--- src/sha256_stream_hasher_macros.svh ---
// assertion macros for the sha-256 stream hasher
`ifndef SHA256_STREAM_HASHER_MACROS_SVH
`define SHA256_STREAM_HASHER_MACROS_SVH

`define SHA_ASSERT_IMPL(lbl, clk, rst_n, ante, cons) \
  lbl: assert property (@(posedge clk) disable iff (!rst_n) (ante) |-> (cons)) \
    else $error("assertion failed");

`define SHA_ASSERT_NEXT(lbl, clk, rst_n, ante, cons) \
  lbl: assert property (@(posedge clk) disable iff (!rst_n) (ante) |=> (cons)) \
    else $error("assertion failed");

`endif

--- src/sha_pkg.sv ---
package sha_pkg;

  localparam logic [31:0] INIT_HASH [8] = '{
    32'h6a09e667, 32'hbb67ae85, 32'h3c6ef372, 32'ha54ff53a,
    32'h510e527f, 32'h9b05688c, 32'h1f83d9ab, 32'h5be0cd19};

  localparam logic [31:0] ROUND_K [64] = '{
    32'h428a2f98, 32'h71374491, 32'hb5c0fbcf, 32'he9b5dba5,
    32'h3956c25b, 32'h59f111f1, 32'h923f82a4, 32'hab1c5ed5,
    32'hd807aa98, 32'h12835b01, 32'h243185be, 32'h550c7dc3,
    32'h72be5d74, 32'h80deb1fe, 32'h9bdc06a7, 32'hc19bf174,
    32'he49b69c1, 32'hefbe4786, 32'h0fc19dc6, 32'h240ca1cc,
    32'h2de92c6f, 32'h4a7484aa, 32'h5cb0a9dc, 32'h76f988da,
    32'h983e5152, 32'ha831c66d, 32'hb00327c8, 32'hbf597fc7,
    32'hc6e00bf3, 32'hd5a79147, 32'h06ca6351, 32'h14292967,
    32'h27b70a85, 32'h2e1b2138, 32'h4d2c6dfc, 32'h53380d13,
    32'h650a7354, 32'h766a0abb, 32'h81c2c92e, 32'h92722c85,
    32'ha2bfe8a1, 32'ha81a664b, 32'hc24b8b70, 32'hc76c51a3,
    32'hd192e819, 32'hd6990624, 32'hf40e3585, 32'h106aa070,
    32'h19a4c116, 32'h1e376c08, 32'h2748774c, 32'h34b0bcb5,
    32'h391c0cb3, 32'h4ed8aa4a, 32'h5b9cca4f, 32'h682e6ff3,
    32'h748f82ee, 32'h78a5636f, 32'h84c87814, 32'h8cc70208,
    32'h90befffa, 32'ha4506ceb, 32'hbef9a3f7, 32'hc67178f2};

  localparam logic [7:0] PAD_MARK = 8'h80;
  localparam logic [5:0] LENGTH_OFFSET = 6'd56;

  typedef logic [31:0] word_t;

  function automatic word_t ror32(input word_t x, input int unsigned n);
    ror32 = (x >> n) | (x << (32 - n));
  endfunction

endpackage

--- src/sha256_stream_hasher.sv ---
// channel | ports                                             | direction
// input   | in_valid in_stall in_byte_value in_carries_byte  | in
//         | in_end_of_message                                 |
// result  | out_valid out_stall out_digest_word               | out
//         | out_word_index out_last_word                      |
// a data byte is written into the block memory; a full block goes through a
// load state, 64 rounds (one per cycle, the first 16 schedule words read from
// the memory one per cycle) and a fold state
// an end item writes padding one byte per cycle to the end of one or two
// blocks, each then compressed, then 8 result transactions; in_stall is high
// whenever the block is busy; synchronous active-low reset clears control state
module sha256_stream_hasher (
  input  logic                 clk,
  input  logic                 rst_n,
  input  logic                 in_valid,
  output logic                 in_stall,
  input  logic [7:0]           in_byte_value,
  input  logic                 in_carries_byte,
  input  logic                 in_end_of_message,
  output logic                 out_valid,
  input  logic                 out_stall,
  output sha_pkg::word_t       out_digest_word,
  output logic [2:0]           out_word_index,
  output logic                 out_last_word
);
  import sha_pkg::*;

  localparam logic [2:0] S_IDLE = 3'd0;
  localparam logic [2:0] S_PAD  = 3'd1;
  localparam logic [2:0] S_LOAD = 3'd2;
  localparam logic [2:0] S_RND  = 3'd3;
  localparam logic [2:0] S_FOLD = 3'd4;
  localparam logic [2:0] S_OUT  = 3'd5;

  // block memory: 16 words, byte writes by read-modify-write-free lane enables
  word_t      blk_mem [16];
  logic [5:0] wr_addr;
  logic [7:0] wr_data;
  logic       wr_en;
  logic [3:0] rd_addr;
  word_t      rd_word_r;

  always_ff @(posedge clk) begin
    if (wr_en) begin
      blk_mem[wr_addr[5:2]][{~wr_addr[1:0], 3'd0} +: 8] <= wr_data;
    end
    rd_word_r <= blk_mem[rd_addr];
  end

  logic [2:0]  state_r, state_nxt;
  logic [5:0]  fill_r, fill_nxt;
  logic [60:0] count_r, count_nxt;
  logic        fin_r, fin_nxt;
  logic        mark_r, mark_nxt;
  logic        len_r, len_nxt;
  logic [6:0]  cnt_r, cnt_nxt;
  word_t       h_r [8];
  word_t       v_r [8];
  word_t       w_r [16];
  logic [2:0]  oidx_r, oidx_nxt;
  logic        ovld_r, ovld_nxt;

  logic [63:0] bits;
  word_t       wt, s0, s1, t1, t2, wn;
  logic        ld_word, rnd_go;
  logic [5:0]  ridx;

  assign bits = {count_r, 3'd0};
  assign ridx = cnt_r[5:0];

  always_comb begin
    s0 = ror32(w_r[1], 7) ^ ror32(w_r[1], 18) ^ (w_r[1] >> 3);
    s1 = ror32(w_r[14], 17) ^ ror32(w_r[14], 19) ^ (w_r[14] >> 10);
    wn = w_r[0] + s0 + w_r[9] + s1;
    wt = (cnt_r < 7'd16) ? rd_word_r : wn;
    t1 = v_r[7] + (ror32(v_r[4], 6) ^ ror32(v_r[4], 11) ^ ror32(v_r[4], 25))
       + ((v_r[4] & v_r[5]) ^ (~v_r[4] & v_r[6])) + ROUND_K[ridx] + wt;
    t2 = (ror32(v_r[0], 2) ^ ror32(v_r[0], 13) ^ ror32(v_r[0], 22))
       + ((v_r[0] & v_r[1]) ^ (v_r[0] & v_r[2]) ^ (v_r[1] & v_r[2]));
  end

  always_comb begin
    state_nxt = state_r;
    fill_nxt  = fill_r;
    count_nxt = count_r;
    fin_nxt   = fin_r;
    mark_nxt  = mark_r;
    len_nxt   = len_r;
    cnt_nxt   = cnt_r;
    oidx_nxt  = oidx_r;
    ovld_nxt  = ovld_r;
    wr_en     = 1'b0;
    wr_addr   = fill_r;
    wr_data   = in_byte_value;
    rd_addr   = 4'd0;
    ld_word   = 1'b0;
    rnd_go    = 1'b0;
    in_stall  = (state_r != S_IDLE);
    unique case (state_r)
      S_IDLE: begin
        if (in_valid) begin
          if (in_carries_byte) begin
            wr_en     = 1'b1;
            fill_nxt  = fill_r + 6'd1;
            count_nxt = count_r + 61'd1;
          end
          fin_nxt = in_end_of_message;
          if (in_carries_byte && fill_r == 6'd63) begin
            state_nxt = S_LOAD;
            cnt_nxt   = 7'd0;
          end else if (in_end_of_message) begin
            state_nxt = S_PAD;
            cnt_nxt   = 7'd0;
          end
        end
      end
      S_PAD: begin
        wr_en    = 1'b1;
        fill_nxt = fill_r + 6'd1;
        if (!mark_r) begin
          wr_data  = PAD_MARK;
          mark_nxt = 1'b1;
          len_nxt  = len_r || (fill_r < LENGTH_OFFSET);
        end else if (len_r && fill_r >= LENGTH_OFFSET) begin
          wr_data = bits[8'(63 - 8 * int'(fill_r[2:0])) -: 8];
        end else begin
          wr_data = 8'd0;
        end
        if (fill_r == 6'd63) begin
          state_nxt = S_LOAD;
          cnt_nxt   = 7'd0;
        end
      end
      S_LOAD: begin
        rd_addr   = 4'd0;
        state_nxt = S_RND;
        cnt_nxt   = 7'd0;
      end
      S_RND: begin
        rd_addr = cnt_r[3:0] + 4'd1;
        rnd_go  = 1'b1;
        ld_word = 1'b1;
        cnt_nxt = cnt_r + 7'd1;
        if (cnt_r == 7'd63) begin
          state_nxt = S_FOLD;
        end
      end
      S_FOLD: begin
        if (!fin_r) begin
          state_nxt = S_IDLE;
        end else if (!len_r) begin
          state_nxt = S_PAD;
          len_nxt   = 1'b1;
        end else begin
          state_nxt = S_OUT;
          oidx_nxt  = 3'd0;
          ovld_nxt  = 1'b1;
        end
      end
      S_OUT: begin
        if (!out_stall) begin
          oidx_nxt = oidx_r + 3'd1;
          if (oidx_r == 3'd7) begin
            ovld_nxt  = 1'b0;
            state_nxt = S_IDLE;
            fin_nxt   = 1'b0;
            mark_nxt  = 1'b0;
            len_nxt   = 1'b0;
            count_nxt = '0;
            fill_nxt  = '0;
          end
        end
      end
      default: state_nxt = S_IDLE;
    endcase
  end

  always_ff @(posedge clk) begin
    if (!rst_n) begin
      state_r <= S_IDLE;
      fill_r  <= '0;
      count_r <= '0;
      fin_r   <= 1'b0;
      mark_r  <= 1'b0;
      len_r   <= 1'b0;
      cnt_r   <= '0;
      oidx_r  <= '0;
      ovld_r  <= 1'b0;
      for (int i = 0; i < 8; i++) begin
        h_r[i] <= INIT_HASH[i];
      end
    end else begin
      state_r <= state_nxt;
      fill_r  <= fill_nxt;
      count_r <= count_nxt;
      fin_r   <= fin_nxt;
      mark_r  <= mark_nxt;
      len_r   <= len_nxt;
      cnt_r   <= cnt_nxt;
      oidx_r  <= oidx_nxt;
      ovld_r  <= ovld_nxt;
      if (state_r == S_FOLD) begin
        for (int i = 0; i < 8; i++) begin
          h_r[i] <= h_r[i] + v_r[i];
        end
      end
      if (state_r == S_OUT && !out_stall && oidx_r == 3'd7) begin
        for (int i = 0; i < 8; i++) begin
          h_r[i] <= INIT_HASH[i];
        end
      end
    end
  end

  always_ff @(posedge clk) begin
    if (state_r == S_LOAD) begin
      for (int i = 0; i < 8; i++) begin
        v_r[i] <= h_r[i];
      end
    end else if (rnd_go) begin
      v_r[7] <= v_r[6];
      v_r[6] <= v_r[5];
      v_r[5] <= v_r[4];
      v_r[4] <= v_r[3] + t1;
      v_r[3] <= v_r[2];
      v_r[2] <= v_r[1];
      v_r[1] <= v_r[0];
      v_r[0] <= t1 + t2;
    end
    if (ld_word) begin
      for (int i = 0; i < 15; i++) begin
        w_r[i] <= w_r[i + 1];
      end
      w_r[15] <= wt;
    end
  end

  assign out_valid       = ovld_r;
  assign out_digest_word = h_r[oidx_r];
  assign out_word_index  = oidx_r;
  assign out_last_word   = (oidx_r == 3'd7);

`include "sha256_stream_hasher_macros.svh"

  `SHA_ASSERT_IMPL(a_out_only_in_out, clk, rst_n, out_valid, state_r == S_OUT)
  `SHA_ASSERT_IMPL(a_busy_stalls, clk, rst_n, state_r != S_IDLE, in_stall)
  `SHA_ASSERT_NEXT(a_last_ends, clk, rst_n, out_valid && !out_stall && out_last_word,
                   state_r == S_IDLE && fill_r == 6'd0)

endmodule
--- config.mk ---
export PLATFORM = sky130hd
export DESIGN_NAME = sha256_stream_hasher
export DESIGN_NICKNAME = d
export VERILOG_FILES = /design/src/sha_pkg.sv /design/src/sha256_stream_hasher.sv
export VERILOG_INCLUDE_DIRS = /design/src /design/src/src
export SDC_FILE = /design/constraint.sdc
export NUM_CORES = 2
export LEC_CHECK = 0
export BUFFER_PORTS_ARGS = -buffer_cell sky130_fd_sc_hd__buf_2
export CAP_MARGIN = 20
export CORE_ASPECT_RATIO = 0.9
export CORE_MARGIN = 2
export CORE_UTILIZATION = 45
export DETAILED_ROUTE_END_ITERATION = 10
export PLACE_DENSITY = 0.64
export SYNTH_ARGS = -nofsm -noshare
export SYNTH_HDL_FRONTEND = slang
export SYNTH_SLANG_ARGS = --single-unit
--- constraint.sdc ---
create_clock -name clk -period 19.6 [get_ports clk]
set_input_delay 1.96 -clock clk [delete_from_list [all_inputs] [get_ports clk]]
set_output_delay 1.96 -clock clk [all_outputs]
set_load 0.005 [all_outputs]
==> metrics.txt <==
status=finished clean; internal power of the cells=7.802 mW; power per unit of standard cell area=122.8 mW/mm^2; ratio of final minimum period to clock period=0.5973; die height=430.2 um; worst-path cell with the longest stage delay=sky130_fd_sc_hd__o21ai_0; aggregate global-route resource usage=0.2586; number of cells produced by synthesis=8128; Critical Path Sink Type=flop; count of filler cells inserted in the layout=17807; register area share after synthesis=0.5200; width of the chip=between 400 and 500 um; setup bufs post-CTS=0; number of buffers created by CTS=roughly 180; antenna violations before repair=5; summed negative setup slack over all endpoints=0 ps; cell taking the most area after synthesis=sky130_fd_sc_hd__edfxtp_1; final setup violation count=0; number of slew-limit violations in the final report=0; data required time of the critical path=~20000 ps; Clk pin slew, worst setup/hold paths=60 ps; portion of total power attributed to combinational logic=0.400; tightest hold margin=401.6 ps; number of buffers added on ports=just over 50; top post-synthesis cells by area=sky130_fd_sc_hd__edfxtp_1 47%, sky130_fd_sc_hd__ha_1 5.7%, sky130_fd_sc_hd__dfxtp_1 5.4%, sky130_fd_sc_hd__nand2_1 4.8%, sky130_fd_sc_hd__fa_1 4.3%; final hold violations=0; proportion of layout cells with a drive suffix above 1=0.09259; router iterations before antenna repair=7; Top cell by count, worst path=sky130_fd_sc_hd__fa_1; count of boundary I/O pins=52; count of yosys warnings during synthesis=0; clock tree buffer depth=3; post-detail-place hpwl=195000 um; Net Count, Synth=8754; H-Tree Level Count=4; Post-Syn Area per Cell=11.17 sq um; worst supply voltage drop on vdd=0.0001943 V; nature of the critical path startpoint=flop; Clock Power Share=0.276; delay of the slowest critical-path stage=890 ps; top flip-flop cell by instance count after synthesis=sky130_fd_sc_hd__edfxtp_1; DRC viols=0; # rows=156; DR WL met3=25120 um; # Max-Cap Violations=0; Yosys cell types=90; count of flip-flops with a built-in enable after synthesis=1408; fmax=between 0.08 and 0.09 GHz; class of the most critical hold timing path=reg -> reg; leakage power of the design=36.93 nW; antenna violation net count after detailed routing=0; utilization of the core after routing=0.4979; Setup Skew=82.23 ps; FF+latch area=0.04725 sq mm; asr flop ratio synth=0; average via count per standard cell=5.903; Seq cells post-synth=1655; latest clock arrival within the worst-skew pair=860 ps; CTS resizes=0; via count=64469; area used by multi-input combinational logic=roughly 0.041 sq mm; Sink Count=approximately 1700; iteration-0 DRC count of the detailed router=7803; sum of routed wire length over all layers=271800 um; last weighted congestion value of the routability-driven placer=between 0.9 and 1; hold-fix buffer count after cts=0; Worst Tran Pin Value=1197 ps; post-synthesis instance area=0.09082 sq mm; share of Yosys cell area claimed by the top area cell type=0.4656; sum of internal, switching and leakage power=12.27 mW; first-pass GRT wire length=400600 um; initial core utilization=0.4526; core box area=0.2007 sq mm; net switching share of the total power=0.3640; highest fanout seen on the critical path=5; number of global-route vias before repair=59975; nets=8707; worst setup path category=reg -> reg; proportion of power drawn by flip-flops and latches=0.323; arrival time of data at the critical path endpoint=12210 ps; switching power=4.466 mW; wire length per cell=24.89 um; headroom to the max-slew limit=0.1934; area enclosed by the die boundary=0.2054 sq mm; cell at the root of the clock tree=sky130_fd_sc_hd__clkbuf_16; Area Growth Syn to Fin=10.02%; highest metal layer with signal wires=met5; DRT met1 WL=127500 um; met2 layer wire length in the routed design=112900 um; pin count of the biggest net entering global routing=183; TritonCTS clock tree=done; final global-route overflow total=0; final critical-path required period=11710 ps; setup repair after global routing missed its margin=false
## placed cells by master, fill, tap and decap left out, types with 44 or more instances in the layout
cell,instances
sky130_fd_sc_hd__nand2b_1,64
sky130_fd_sc_hd__buf_2,52
sky130_fd_sc_hd__mux4_2,83
sky130_fd_sc_hd__mux2_2,192
sky130_fd_sc_hd__nor2_1,487
sky130_fd_sc_hd__or3_1,45
sky130_fd_sc_hd__inv_1,427
sky130_fd_sc_hd__nor2b_1,62
sky130_fd_sc_hd__mux2i_1,87
sky130_fd_sc_hd__a21o_1,191
sky130_fd_sc_hd__nor3_1,94
sky130_fd_sc_hd__o31ai_1,56
sky130_fd_sc_hd__o21ai_1,44
sky130_fd_sc_hd__xor2_1,222
sky130_fd_sc_hd__dfxtp_1,239
sky130_fd_sc_hd__a21oi_1,585
sky130_fd_sc_hd__a211oi_1,48
sky130_fd_sc_hd__and3_1,83
sky130_fd_sc_hd__o211ai_1,62
sky130_fd_sc_hd__nand2_1,1155
sky130_fd_sc_hd__edfxtp_1,1408
sky130_fd_sc_hd__buf_4,100
sky130_fd_sc_hd__o21a_1,66
sky130_fd_sc_hd__xnor2_1,391
sky130_fd_sc_hd__clkbuf_16,178
sky130_fd_sc_hd__ha_1,413
sky130_fd_sc_hd__a221oi_1,45
sky130_fd_sc_hd__fa_1,197
sky130_fd_sc_hd__nand3_1,141
sky130_fd_sc_hd__o21ai_0,399
## final timing paths
path / slack [ps] / to / cells past startpoint / startpoint
setup reg to reg: 7890 / v_r[0][31]$_DFFE_PP_ / 42 / w_r[0][51]$_DFFE_PN_
hold reg to reg: 400 / w_r[0][184]$_DFFE_PN_ / 0 / w_r[0][216]$_DFFE_PN_
hold / removal: 400 / w_r[0][184]$_DFFE_PN_ / 0 / w_r[0][216]$_DFFE_PN_
setup / recovery: 7890 / v_r[0][31]$_DFFE_PP_ / 42 / w_r[0][51]$_DFFE_PN_
## synthesized netlist by cell type (all sizes together) (87+ instances only)
library cell and number:
o21ai 443, ha 415, mux2 192, xnor2 391, mux2i 87, fa 197
nor2 491, edfxtp 1408, nand2 1161, a21o 192, a21oi 587, clkbuf 332
nand3 141, inv 430, dfxtp 247, nor3 97, xor2 222
## kinds of logic (layout without fill, tap and decap cells)
| family | Yosys count | after routing | share of synthesized area |
|---|---|---|---|
| and+or+nand+nor | 2279 | 2279 | 0.1092 |
| other | 0 | 5 | 0 |
| AOI/OAI and AO/OA | 1782 | 1782 | 0.1226 |
| buffers and inverters | 820 | 922 | 0.03397 |
| xor gates and xnor gates | 613 | 613 | 0.05912 |
| DFF | 1655 | 1655 | 0.5200 |
| adders and majority gates | 617 | 617 | 0.1012 |
| muxes | 362 | 362 | 0.05398 |
## layer usage
layer  global-route usage  vias up
met4              0.06531        2
met2               0.3622     2737
met3              0.05040      345
met5                    0        -
met1               0.4058    32231
li1                     -    29154
## worst max-delay path, delay by kind of cell, from the launching register on
| kind | cells | cell delay (ps) |
|---|---|---|
| adders and majority gates | 10 | 4400 |
| buffers and inverters | 4 | 200 |
| AOI/OAI and AO/OA | 17 | 4100 |
| DFF | 1 | 480 |
| xor gates and xnor gates | 5 | 1040 |
| and+or+nand+nor | 6 | 1140 |
## area by class of cell
type	count	area share
Multi-Input combinational cell	5653	0.4066
Tap cell	2686	0.03364
Clock buffer	225	0.04705
Timing Repair Buffer	163	0.01180
Sequential cell	1655	0.4729
Antenna cell	5	0.0001252
Clock inverter	102	0.01161
Inverter	432	0.01633
## power groups by stage
stage	combinational (mW)	clock [mW]	sequential [mW]
6_report	4.91	3.39	3.96
3_5_place_dp	4.76	0	4.04
2_1_floorplan	3.58	0	4.03
4_1_cts	4.81	3.44	3.96
5_1_grt	5.38	3.58	3.97
3_3_place_gp	4.69	0	4.04
## stage by stage
stage	worst slack (ps)	cell area, sq um	std cells
final	7894	99910	10921
after global routing	7358	99900	10917
after CTS	8059	99690	10893
after detailed placement	8224	93830	10566
after global placement	8165	93790	10561
after floorplan	3216	90820	8128
## registers in the layout, summed over array words and instances (netlist names), 3 cells and up, named ones only
signal,cells
blk_mem,512
out_word_index,3
cnt_r,7
state_r,3
rd_word_r,32
v_r,256
count_r,61
w_r,512
h_r,256
fill_r,6
Power figures use the tool's default switching activity.
